[config.mk]
export PLATFORM = sky130hd
export DESIGN_NAME = tga_rle_decode_dither_rgb16
export DESIGN_NICKNAME = d
export VERILOG_FILES = /design/src/rtl/tga_pkg.sv /design/src/rtl/tga_datapath.sv /design/src/rtl/tga_control.sv /design/src/rtl/tga_rle_decode_dither_rgb16.sv
export SDC_FILE = /design/constraint.sdc
export NUM_CORES = 1
export LEC_CHECK = 0
export BUFFER_PORTS_ARGS = -buffer_cell sky130_fd_sc_hd__buf_2
export CAP_MARGIN = 20
export CORE_ASPECT_RATIO = 1.75
export CORE_MARGIN = 2
export CORE_UTILIZATION = 25
export CTS_CLUSTER_DIAMETER = 40
export DETAILED_ROUTE_END_ITERATION = 10
export PLACE_DENSITY = 0.39
export SLEW_MARGIN = 20
export SYNTH_ARGS = -nofsm -noshare
export SYNTH_HDL_FRONTEND = slang
export SYNTH_SLANG_ARGS = --single-unit
[constraint.sdc]
create_clock -name clk -period 8.2 [get_ports clk]
set_input_delay 1.23 -clock clk [delete_from_list [all_inputs] [get_ports clk]]
set_output_delay 1.23 -clock clk [all_outputs]
set_load 0.01 [all_outputs]
[src/rtl/tga_pkg.sv]
package tga_pkg;

    localparam int MAX_DIM = 1024;

    localparam logic [2:0] PH_IDLE   = 3'd0;
    localparam logic [2:0] PH_HEADER = 3'd1;
    localparam logic [2:0] PH_IDSKIP = 3'd2;
    localparam logic [2:0] PH_PKTHDR = 3'd3;
    localparam logic [2:0] PH_PIXEL  = 3'd4;
    localparam logic [2:0] PH_DONE   = 3'd5;
    localparam logic [2:0] PH_EMIT   = 3'd6;

    localparam logic [1:0] ST_PIXELS   = 2'd0;
    localparam logic [1:0] ST_BAD_TYPE = 2'd1;
    localparam logic [1:0] ST_BAD_FMT  = 2'd2;
    localparam logic [1:0] ST_TOO_BIG  = 2'd3;

    localparam logic       CFG_PACK_555    = 1'b0;
    localparam logic       CFG_DITHER_SEED = 1'b1;

    localparam logic [15:0] LFSR_MASK  = 16'hB400;
    localparam logic [15:0] SEED_RESET = 16'd44257;

    typedef struct packed {
        logic [15:0] pixel_a;
        logic [19:0] addr_a;
        logic [15:0] pixel_b;
        logic [19:0] addr_b;
        logic        has_b;
        logic        run_last;
        logic        image_done;
        logic [1:0]  status;
    } result_t;

    typedef struct packed {
        logic       restart;
        logic       hdr_byte;
        logic       hdr_final;
        logic       id_skip;
        logic       pkt_hdr;
        logic       pix_byte;
        logic       place;
        logic       slot_b;
    } dp_cmd_t;

    typedef struct packed {
        logic [4:0] header_count;
        logic       id_zero_next;
        logic       id_none;
        logic       is_rle;
        logic       fault;
        logic       empty;
        logic       pix_complete;
        logic       packet_is_run;
        logic       packet_one;
        logic       last_pixel;
    } dp_stat_t;

endpackage

[src/rtl/tga_datapath.sv]
module tga_datapath
    import tga_pkg::*;
(
    input  logic        clk,
    input  logic        rst_n,
    input  logic [7:0]  data_byte,
    input  logic        pack_555,
    input  logic [15:0] dither_seed,
    input  dp_cmd_t     cmd,
    output dp_stat_t    stat,
    output logic [15:0] pix_now,
    output logic [19:0] addr_now,
    output logic [1:0]  hdr_status
);

    logic [4:0]  header_count_reg;
    logic [7:0]  id_skip_left_reg;
    logic        is_rle_reg;
    logic        four_byte_pixels_reg;
    logic [15:0] image_width_reg;
    logic [15:0] image_height_reg;
    logic [9:0]  column_pos_reg;
    logic [10:0] rows_left_reg;
    logic [19:0] row_base_reg;
    logic [7:0]  packet_left_reg;
    logic        packet_is_run_reg;
    logic [1:0]  channel_index_reg;
    logic [23:0] bgr_reg;
    logic [15:0] lfsr_reg;
    logic        type_bad_reg;
    logic        fmt_bad_reg;

    logic [15:0] l1, l2, l3;
    logic [23:0] bgr_now;
    logic [8:0]  rs, gs, bs;
    logic [7:0]  rd, gd, bd;
    logic        too_big;
    logic [10:0] col_inc;
    logic        row_end;
    logic [31:0] base_full;

    function automatic logic [15:0] lfsr_step(input logic [15:0] v);
        lfsr_step = (v >> 1) ^ (v[0] ? LFSR_MASK : 16'd0);
    endfunction

    always_comb
    begin
        l1 = lfsr_step(lfsr_reg);
        l2 = lfsr_step(l1);
        l3 = lfsr_step(l2);
        bgr_now = bgr_reg;
        if (cmd.pix_byte && channel_index_reg == 2'd2)
            bgr_now[23:16] = data_byte;
        rs = {1'b0, bgr_now[23:16]} + {7'd0, lfsr_reg[1:0]};
        gs = {1'b0, bgr_now[15:8]} + {7'd0, l1[1:0]};
        bs = {1'b0, bgr_now[7:0]} + {7'd0, l2[1:0]};
        rd = rs[8] ? 8'hFF : rs[7:0];
        gd = gs[8] ? 8'hFF : gs[7:0];
        bd = bs[8] ? 8'hFF : bs[7:0];
        if (pack_555)
            pix_now = {1'b0, rd[7:3], gd[7:3], bd[7:3]};
        else
            pix_now = {rd[7:3], gd[7:2], bd[7:3]};
        addr_now = row_base_reg + {10'd0, column_pos_reg};
        col_inc = {1'b0, column_pos_reg} + 11'd1;
        row_end = {5'd0, col_inc} >= image_width_reg;
        too_big = (image_width_reg > 16'(MAX_DIM)) || (image_height_reg > 16'(MAX_DIM));
        hdr_status = type_bad_reg ? ST_BAD_TYPE : fmt_bad_reg ? ST_BAD_FMT :
                     too_big ? ST_TOO_BIG : ST_PIXELS;
        base_full = (32'(image_height_reg) - 32'd1) * 32'(image_width_reg);
        stat.header_count  = header_count_reg;
        stat.id_zero_next  = id_skip_left_reg == 8'd1;
        stat.id_none       = id_skip_left_reg == 8'd0;
        stat.is_rle        = is_rle_reg;
        stat.fault         = hdr_status != ST_PIXELS;
        stat.empty         = image_width_reg == 16'd0 || image_height_reg == 16'd0;
        stat.pix_complete  = channel_index_reg == (four_byte_pixels_reg ? 2'd3 : 2'd2);
        stat.packet_is_run = packet_is_run_reg;
        stat.packet_one    = packet_left_reg <= 8'd1;
        stat.last_pixel    = row_end && rows_left_reg == 11'd1;
    end

    always_ff @(posedge clk or negedge rst_n)
    begin
        if (!rst_n)
        begin
            header_count_reg     <= '0;
            id_skip_left_reg     <= '0;
            is_rle_reg           <= 1'b0;
            four_byte_pixels_reg <= 1'b0;
            image_width_reg      <= '0;
            image_height_reg     <= '0;
            column_pos_reg       <= '0;
            rows_left_reg        <= '0;
            row_base_reg         <= '0;
            packet_left_reg      <= '0;
            packet_is_run_reg    <= 1'b0;
            channel_index_reg    <= '0;
            bgr_reg              <= '0;
            lfsr_reg             <= SEED_RESET;
            type_bad_reg         <= 1'b0;
            fmt_bad_reg          <= 1'b0;
        end
        else if (cmd.restart)
        begin
            header_count_reg     <= 5'd1;
            id_skip_left_reg     <= data_byte;
            is_rle_reg           <= 1'b0;
            four_byte_pixels_reg <= 1'b0;
            image_width_reg      <= '0;
            image_height_reg     <= '0;
            column_pos_reg       <= '0;
            rows_left_reg        <= '0;
            row_base_reg         <= '0;
            packet_left_reg      <= '0;
            packet_is_run_reg    <= 1'b0;
            channel_index_reg    <= '0;
            bgr_reg              <= '0;
            lfsr_reg             <= dither_seed;
            type_bad_reg         <= 1'b0;
            fmt_bad_reg          <= 1'b0;
        end
        else
        begin
            if (cmd.hdr_byte)
            begin
                header_count_reg <= header_count_reg + 5'd1;
                unique case (header_count_reg)
                    5'd1: if (data_byte != 8'd0) fmt_bad_reg <= 1'b1;
                    5'd2:
                    begin
                        if (data_byte == 8'd2) is_rle_reg <= 1'b0;
                        else if (data_byte == 8'd10) is_rle_reg <= 1'b1;
                        else type_bad_reg <= 1'b1;
                    end
                    5'd12: image_width_reg[7:0] <= data_byte;
                    5'd13: image_width_reg[15:8] <= data_byte;
                    5'd14: image_height_reg[7:0] <= data_byte;
                    5'd15: image_height_reg[15:8] <= data_byte;
                    5'd16:
                    begin
                        if (data_byte == 8'd24) four_byte_pixels_reg <= 1'b0;
                        else if (data_byte == 8'd32) four_byte_pixels_reg <= 1'b1;
                        else fmt_bad_reg <= 1'b1;
                    end
                    default: ;
                endcase
            end
            if (cmd.hdr_final)
            begin
                column_pos_reg <= '0;
                rows_left_reg  <= image_height_reg[10:0];
                row_base_reg   <= base_full[19:0];
            end
            if (cmd.id_skip)
                id_skip_left_reg <= id_skip_left_reg - 8'd1;
            if (cmd.pkt_hdr)
            begin
                packet_left_reg   <= {1'b0, data_byte[6:0]} + 8'd1;
                packet_is_run_reg <= data_byte[7];
                channel_index_reg <= '0;
                bgr_reg           <= '0;
            end
            if (cmd.pix_byte)
            begin
                unique case (channel_index_reg)
                    2'd0: bgr_reg[7:0] <= data_byte;
                    2'd1: bgr_reg[15:8] <= data_byte;
                    2'd2: bgr_reg[23:16] <= data_byte;
                    default: ;
                endcase
                if (!stat.pix_complete)
                    channel_index_reg <= channel_index_reg + 2'd1;
                else
                    channel_index_reg <= '0;
            end
            if (cmd.place)
            begin
                lfsr_reg <= l3;
                if (packet_left_reg != 8'd0)
                    packet_left_reg <= packet_left_reg - 8'd1;
                if (row_end)
                begin
                    column_pos_reg <= '0;
                    rows_left_reg  <= rows_left_reg - 11'd1;
                    row_base_reg   <= row_base_reg - {4'd0, image_width_reg};
                end
                else
                    column_pos_reg <= col_inc[9:0];
            end
        end
    end

endmodule

[src/rtl/tga_control.sv]
module tga_control
    import tga_pkg::*;
(
    input  logic        clk,
    input  logic        rst_n,
    input  logic        s_tvalid,
    output logic        s_tready,
    input  logic        first_byte,
    output dp_cmd_t     cmd,
    input  dp_stat_t    stat,
    input  logic [15:0] pix_now,
    input  logic [19:0] addr_now,
    input  logic [1:0]  hdr_status,
    output logic        m_tvalid,
    input  logic        m_tready,
    output result_t     m_res
);

    logic [2:0]  phase_reg, phase_next;
    logic        slot_b_reg;
    logic        out_valid_reg;
    result_t     out_reg;
    logic        take;
    logic        out_free;
    logic        place;
    logic        done_now;
    logic        multi;

    assign out_free = !out_valid_reg || m_tready;
    assign s_tready = phase_reg != PH_EMIT && out_free;
    assign take     = s_tvalid && s_tready;
    assign m_tvalid = out_valid_reg;
    assign m_res    = out_reg;

    always_comb
    begin
        cmd        = '0;
        phase_next = phase_reg;
        place      = 1'b0;
        multi      = 1'b0;
        if (take && first_byte)
        begin
            cmd.restart = 1'b1;
            phase_next  = PH_HEADER;
        end
        else if (take)
        begin
            unique case (phase_reg)
                PH_HEADER:
                begin
                    cmd.hdr_byte = 1'b1;
                    if (stat.header_count == 5'd17)
                    begin
                        cmd.hdr_final = 1'b1;
                        if (stat.fault || stat.empty)
                            phase_next = PH_DONE;
                        else if (!stat.id_none)
                            phase_next = PH_IDSKIP;
                        else
                            phase_next = stat.is_rle ? PH_PKTHDR : PH_PIXEL;
                    end
                end
                PH_IDSKIP:
                begin
                    cmd.id_skip = 1'b1;
                    if (stat.id_zero_next)
                        phase_next = stat.is_rle ? PH_PKTHDR : PH_PIXEL;
                end
                PH_PKTHDR:
                begin
                    cmd.pkt_hdr = 1'b1;
                    phase_next  = PH_PIXEL;
                end
                PH_PIXEL:
                begin
                    cmd.pix_byte = 1'b1;
                    if (stat.pix_complete)
                    begin
                        place = 1'b1;
                        multi = stat.is_rle && stat.packet_is_run;
                        if (stat.last_pixel)
                            phase_next = PH_DONE;
                        else if (multi && !stat.packet_one)
                            phase_next = PH_EMIT;
                        else if (stat.is_rle && stat.packet_one)
                            phase_next = PH_PKTHDR;
                    end
                end
                default: ;
            endcase
        end
        else if (phase_reg == PH_EMIT && out_free)
        begin
            place = 1'b1;
            multi = 1'b1;
            if (stat.last_pixel)
                phase_next = PH_DONE;
            else if (stat.packet_one)
                phase_next = PH_PKTHDR;
        end
        cmd.place  = place;
        cmd.slot_b = slot_b_reg;
    end

    assign done_now = place && stat.last_pixel;

    always_ff @(posedge clk or negedge rst_n)
    begin
        if (!rst_n)
        begin
            phase_reg     <= PH_IDLE;
            slot_b_reg    <= 1'b0;
            out_valid_reg <= 1'b0;
            out_reg       <= '0;
        end
        else
        begin
            phase_reg <= phase_next;
            if (out_valid_reg && m_tready)
                out_valid_reg <= 1'b0;
            if (take && first_byte)
                slot_b_reg <= 1'b0;
            if (take && !first_byte && phase_reg == PH_HEADER &&
                stat.header_count == 5'd17 && stat.fault)
            begin
                out_valid_reg <= 1'b1;
                out_reg <= '{16'd0, 20'd0, 16'd0, 20'd0, 1'b0, 1'b1, 1'b0,
                             hdr_status};
            end
            if (place)
            begin
                if (!slot_b_reg)
                begin
                    out_reg.pixel_a    <= pix_now;
                    out_reg.addr_a     <= addr_now;
                    out_reg.pixel_b    <= '0;
                    out_reg.addr_b     <= '0;
                    out_reg.has_b      <= 1'b0;
                    out_reg.status     <= ST_PIXELS;
                    out_reg.image_done <= done_now;
                    out_reg.run_last   <= 1'b1;
                    if (multi && !done_now && !stat.packet_one)
                        slot_b_reg <= 1'b1;
                    else
                        out_valid_reg <= 1'b1;
                end
                else
                begin
                    out_reg.pixel_b    <= pix_now;
                    out_reg.addr_b     <= addr_now;
                    out_reg.has_b      <= 1'b1;
                    out_reg.image_done <= done_now;
                    out_reg.run_last   <= done_now || stat.packet_one;
                    out_valid_reg      <= 1'b1;
                    slot_b_reg         <= 1'b0;
                end
            end
        end
    end

endmodule

[src/rtl/tga_rle_decode_dither_rgb16.sv]
// TGA byte-stream decoder with dithered RGB565/RGB555 output. One file byte is
// taken per cycle while header, ID and pixel bytes are consumed; a raw pixel
// leaves one result on its last byte. A run packet stalls the input while its
// pixels are placed, one pixel per cycle while the output register is free,
// through the single dither and address unit; the first pixel is placed with
// the last pixel byte, and a run of n pixels leaves ceil(n/2) results. A
// result waiting in the output register holds the input until it is taken.
// Writes to pack_555 and dither_seed take effect for new pixels and at the
// next first byte respectively.
module tga_rle_decode_dither_rgb16
    import tga_pkg::*;
(
    input  logic         clk,
    input  logic         rst_n,
    input  logic         s_tvalid,
    output logic         s_tready,
    input  logic [7:0]   s_tdata,   // data_byte
    input  logic         s_tuser,   // first_byte
    output logic         m_tvalid,
    input  logic         m_tready,
    // pixel_a, addr_a, pixel_b, addr_b, has_b, image_done, status, zero pad
    output logic [79:0]  m_tdata,
    output logic         m_tlast,   // run_last
    input  logic         cfg_valid,
    output logic         cfg_ready,
    input  logic         cfg_index,
    input  logic [15:0]  cfg_data
);

    logic        pack_555_reg;
    logic [15:0] dither_seed_reg;
    dp_cmd_t     cmd;
    dp_stat_t    stat;
    logic [15:0] pix_now;
    logic [19:0] addr_now;
    logic [1:0]  hdr_status;
    result_t     res;

    assign cfg_ready = 1'b1;

    always_ff @(posedge clk or negedge rst_n)
    begin
        if (!rst_n)
        begin
            pack_555_reg    <= 1'b0;
            dither_seed_reg <= SEED_RESET;
        end
        else if (cfg_valid)
        begin
            if (cfg_index == CFG_PACK_555)
                pack_555_reg <= cfg_data[0];
            else
                dither_seed_reg <= cfg_data;
        end
    end

    tga_datapath u_dp (
        .clk         (clk),
        .rst_n       (rst_n),
        .data_byte   (s_tdata),
        .pack_555    (pack_555_reg),
        .dither_seed (dither_seed_reg),
        .cmd         (cmd),
        .stat        (stat),
        .pix_now     (pix_now),
        .addr_now    (addr_now),
        .hdr_status  (hdr_status)
    );

    tga_control u_ctl (
        .clk        (clk),
        .rst_n      (rst_n),
        .s_tvalid   (s_tvalid),
        .s_tready   (s_tready),
        .first_byte (s_tuser),
        .cmd        (cmd),
        .stat       (stat),
        .pix_now    (pix_now),
        .addr_now   (addr_now),
        .hdr_status (hdr_status),
        .m_tvalid   (m_tvalid),
        .m_tready   (m_tready),
        .m_res      (res)
    );

    assign m_tdata = {4'd0, res.status, res.image_done, res.has_b, res.addr_b,
                      res.pixel_b, res.addr_a, res.pixel_a};
    assign m_tlast = res.run_last;

endmodule

==> results of run 1 <==
==> metal layers <==
| metal | share of wire | GRT usage |
|---|---|---|
| met3 | 0.028 | 0.01041 |
| met1 | 0.38 | 0.1782 |
| met2 | 0.56 | 0.3229 |
| met4 | 0.028 | 0.05128 |
| met5 | 0 | 0 |
==> worst paths after layout <==
kind | start | depth (start not counted) | to
setup / recovery | u_dp.image_height_reg[4] | 22 | u_dp.row_base_reg[19]
hold / removal | u_ctl.m_res[4] | 2 | u_ctl.m_res[4]
setup reg to reg | u_dp.image_height_reg[4] | 22 | u_dp.row_base_reg[19]
hold reg to reg | u_ctl.m_res[4] | 2 | u_ctl.m_res[4]
max in group asynchronous | rst_n | 2 | u_dp.id_skip_left_reg[5]
min in group asynchronous | rst_n | 1 | u_dp.row_base_reg[18]
==> cells in the final DEF (no fill, tap or decap), drive strengths merged, types with 19 or more instances in the layout <==
| cell | count |
|---|---|
| nand2b | 19 |
| xnor2 | 72 |
| a21o | 23 |
| nor2 | 178 |
| and2 | 59 |
| nand3 | 54 |
| xor2 | 42 |
| and3 | 21 |
| buf | 146 |
| ha | 113 |
| mux2 | 20 |
| o21ai | 146 |
| dfrtp | 224 |
| mux2i | 50 |
| a211oi | 29 |
| nand2 | 295 |
| nor3 | 27 |
| a21oi | 99 |
| fa | 138 |
| o22ai | 27 |
| inv | 238 |
| clkbuf | 38 |
==> metrics by stage <==
stage          hold slack, ns  std cells  total power [mW]    util  area [um^2]
6_report               0.4710       3282             4.680  0.2883        21940
5_1_grt                0.4935       3281             5.014  0.2882        21940
4_1_cts                0.4772       3281             4.758  0.2882        21940
3_5_place_dp           0.4648       3225             3.346  0.2748        20920
3_3_place_gp           0.4550       3225             3.329  0.2748        20920
2_1_floorplan          0.4444       2170             2.783       -        19210
==> power breakdown <==
group	total [mW]	leakage [nW]	internal, mW	switching [mW]
sequential	1.76	3.15	1.48	0.288
combinational	1.54	6.29	0.625	0.917
clock	1.37	0.492	0.764	0.608
==> cells by family (layout without fill, tap and decap cells) <==
group                    after synthesis  after routing  share of synthesized area
AO/OA/AOI/OAI                        422            422                     0.1348
XOR/XNOR                             115            115                    0.05356
adder cells (fa/ha/maj)              251            251                     0.2175
buffers and inverters                340            431                    0.06855
flip-flops                           240            240                     0.3138
multiplexers                          70             70                    0.03780
other                                  2              6                  0.0003911
AND/OR/NAND/NOR                      727            727                     0.1736
==> worst max-delay path, cell delays in order (launching register included) <==
cell,delay [ns]
dfrtp_1,0.54
nor4_4,0.47
nand4_1,0.22
nor4_1,0.27
xor2_1,0.68
nand2_1,0.18
fa_1,0.52
fa_1,0.50
inv_1,0.05
fa_1,0.50
inv_1,0.05
fa_1,0.47
fa_1,0.52
fa_1,0.44
xor2_1,0.16
xnor2_1,0.20
xnor2_1,0.17
xnor2_1,0.16
xnor2_1,0.15
xnor2_1,0.16
xnor3_1,0.45
xnor2_1,0.19
a211oi_2,0.23
==> area by class of cell <==
| type | instances | share of cell area |
|---|---|---|
| Antenna cell | 1 | 0.0001141 |
| Clock buffer | 38 | 0.03741 |
| Clock inverter | 18 | 0.009238 |
| Inverter | 229 | 0.03918 |
| Multi-Input combinational cell | 1590 | 0.5427 |
| Sequential cell | 240 | 0.2746 |
| Tap cell | 1020 | 0.05817 |
| Timing Repair Buffer | 146 | 0.03855 |
==> impl_metrics.toml, run 1 <==
[timing]
slew_headroom = 0.2874
fin_setup_tns_ns = 0
rsz0062_at_grt = "false"
min_period_ns = 7.418
fin_skew_ns = 0.04031
period_share = 0.9046
fin_ws_ns = 0.7822
worst_pin_slew_ns = 1.066
fmaxAchievable_mhz = 134.8
setup_viol = 0
final-hold-violation-count = 0
drv_slew = 0

[placement]
hpwlAfterDp_um = 48360
place.gp.congestion = 0.8143
pre_cts_ws_ns = 0.6655
portBuffers = 109

[hold_path]
min_path_type = "register to register"

[synth]
synth-edff-count = 0
netlist_area_um2 = 19200
synthCells = 2167
synth.ff_latch_count = 240
yosysSeqAreaShare = 0.3138
yosysMostFrequentCell = "nand2_1"
dominantRegCellSynth = "dfrtp_1"
ys_types = 78
ys.warnings.count = 0
synthTopCellsByArea = "dfrtp_1, fa_1, ha_1, nand2_1, inv_1"
synth_top_area_share = 0.2919
synth_top_area_cell = "dfrtp_1"
netlist_top_cells_count = "nand2_1, inv_1, dfrtp_1"
postSynth.asyncResetShare = 1.000
avgSynthCellArea_um2 = 8.861

[setup_path]
cp_data_arrival_time_ns = 7.91
cp-start-kind = "register"
crit_path_max_fanout = 7
cp-end-kind = "register"
ff2ff_setup_slack_ns = 0.78
worstPathRequired_ns = 8.69
criticalPathCategory = "register to register"

[routing]
vias = 15410
wl_per_cell_um = 19.46
via_per_inst = 4.696
dr.pass1.iters = 5
drc = 0
wirelength_um = 63870
ant_nets = 0
drtIter0Drc = 849

[cells_and_area]
seqCellArea_um2 = 6026
syn2layout_area_growth_pct = 14.27
drive_above_1_share = 0.1110
nets = 2519
fill_cells = 8228
multi_input_area_um2 = 11910
largest_register_ff_count = 77

[power_and_ir_drop]
p_per_area_nw_per_um2 = 213.3
power.leakage_nw = 9.940
irDropWorstVdd_v = 0.0001397

[clock_network]
clock_latency_ns = 0.61
cts_max_path_buffers = 3
cts_tree = "yes"
path_clk_slew_ns = 0.07
clock-sinks = 240
post-cts-setup-buffer-count = 0
cts_hold_buf = 0
cts_root_buf = "clkbuf_16"
cts_max_level = 1
cts_buffers = 30
cts_resized = 0

[floorplanning]
die_y_um = 370.6
io_pins = 115
core_um2 = 76120
rows = 134
die_w_um = 213.5
initial_core_util = 0.2523
die_area_um2 = 79120

[global_route]
grt_pass1_wl_um = 97420
grt_pass1_vias = 16060
grt_use_total = 0.1621
grt.overflow.total = 0
antenna_found_initial = 3
grt_max_degree = 143

[flow_run]
cap_violations = 0

[outcome]
outcome = "complete, no violations"
Power figures use the tool's default switching activity.
==> run 2, diff against run 1 <==
Settings changed: CTS_BUF_LIST set to sky130_fd_sc_hd__clkbuf_4.
==> impl_metrics.toml, run 2 (synthesis gave the netlist of run 1 again) <==
[setup_path]
cp-end-kind = "register"
crit_path_max_fanout = 7
crit_chain = "nor4_4 > nand4_1 > nor4_1 > xor2_1 > nand2_1 > fa_1 > fa_1 > inv_1 > fa_1 > inv_1 > fa_1 > fa_1 > fa_1 > xor2_1 > xnor2_1 > xnor2_1 > xnor2_1 > xnor2_1 > xnor2_1 > xnor3_1 > xnor2_1 > a211oi_2"
ff2ff_setup_slack_ns = 0.72
r2r_start = "u_dp.image_height_reg[4]"
criticalPathCategory = "register to register"
slowest_delay_ns = 0.70
cp-start-kind = "register"
cp_slowest_cell = "xor2_1"
cp-startpoint = "u_dp.image_height_reg[4]"
worstPathRequired_ns = 8.86
timing.rr.end = "u_dp.row_base_reg[19]"
r2r_cells = 22
cp_data_arrival_time_ns = 8.15

[timing]
worst_pin_slew_ns = 1.087
period_share = 0.9125
final-hold-violation-count = 0
slew_headroom = 0.2733
fin_setup_tns_ns = 0
rsz0062_at_grt = "false"
drv_slew = 0
fin_skew_ns = 0.07484
min_period_ns = 7.483
setup_viol = 0
fmaxAchievable_mhz = 133.6
fin_ws_ns = 0.7172

[floorplanning]
core_um2 = 76120
die_y_um = 370.6
die_area_um2 = 79120
io_pins = 115
die_w_um = 213.5
initial_core_util = 0.2523
rows = 134

[clock_network]
clock_latency_ns = 0.82
cts_hold_buf = 0
cts_max_path_buffers = 3
cts_buffers = 60
cts_max_level = 2
clock-sinks = 240
cts_resized = 0
cts_root_buf = "clkbuf_4"
path_clk_slew_ns = 0.07
cts_tree = "yes"
post-cts-setup-buffer-count = 0

[global_route]
grt_pass1_wl_um = 97850
grt_use_total = 0.1634
antenna_found_initial = 4
grt_pass1_vias = 16340
grt.overflow.total = 0
grt_max_degree = 143

[routing]
drtIter0Drc = 843
ant_nets = 0
drc = 0
via_per_inst = 4.692
vias = 15640
wl_per_cell_um = 19.26
dr.pass1.iters = 5
wirelength_um = 64180

[placement]
portBuffers = 109
dp_cells = 3225
pre_cts_ws_ns = 0.6655
hpwlAfterDp_um = 48360
place.gp.congestion = 0.8143
place_area_um2 = 20920

[cells_and_area]
nets = 2549
final_cell_mix = "nand2_1, inv_1, dfrtp_1, nor2_1, o21ai_0"
finalInstanceArea_um2 = 21730
final_common_cell = "nand2_1"
seqCellArea_um2 = 6026
instances_no_fill = 3333
drive_above_1_share = 0.1298
multi_input_area_um2 = 11910
largest_register_ff_count = 77
syn2layout_area_growth_pct = 13.15
fill_cells = 8297

[power_and_ir_drop]
power.leakage_nw = 9.932
irDropWorstVdd_v = 0.0001083
p_per_area_nw_per_um2 = 202.7
power_mw = 4.404

[flow_run]
cap_violations = 0

[outcome]
outcome = "complete, no violations"

[hold_path]
min_path_type = "input port to async pin"
[run 2: changes by cell type in the layout (fill, tap and decap cells not counted), sizes merged]
| cell | change |
|---|---|
| inv | -9 |
| clkbuf | +58 |
| clkinv | +5 |
| clkinvlp | -3 |
[run 2: metrics by stage]
stage | utilization | hold slack [ns]
2_1_floorplan | - | 0.4444
5_1_grt | 0.2854 | 0.4956
6_report | 0.2854 | 0.4703
3_5_place_dp | 0.2748 | 0.4648
4_1_cts | 0.2854 | 0.4476
3_3_place_gp | 0.2748 | 0.4550
[run 2: worst max path at each step]
stage / to / depth (start not counted)
finish: u_dp.row_base_reg[19] / 22
global route: u_dp.row_base_reg[19] / 25
CTS: u_dp.row_base_reg[19] / 22
detailed placement: u_dp.row_base_reg[19] / 22
global placement: u_dp.row_base_reg[19] / 22
floorplan: u_dp.row_base_reg[19] / 25
[run 2: layout make-up]
class | instances | area share
diodes | 1 | 0.0001152
clock buffers | 96 | 0.03317
clock inverters | 11 | 0.004031
inverters | 229 | 0.03956
multi-input cells | 1590 | 0.5481
flip-flops and latches | 240 | 0.2774
well taps | 1020 | 0.05874
repair buffers | 146 | 0.03893
[run 2: where the power goes]
part | leakage, nW | internal, mW | switching [mW]
registers | 3.15 | 1.48 | 0.287
clock network | 0.484 | 0.561 | 0.538
logic | 6.29 | 0.626 | 0.917
total | 9.93 | 2.66 | 1.74
[run 2: worst max-delay path: cells and delay by family, from the launching register on]
family          cells  cell delay [ns]
compound gates      1             0.23
xor+xnor            9             2.34
fa+ha+maj           6             2.96
buf+inv             2             0.10
flops               1             0.55
simple gates        4             1.16
[run 2: layer usage]
metal  wire (um)  track usage  part of all wire
met1       24180       0.1758              0.38
met2       35900       0.3227              0.56
met3        1896      0.01422             0.030
met4        2207      0.06143             0.034
met5           0            0                 0
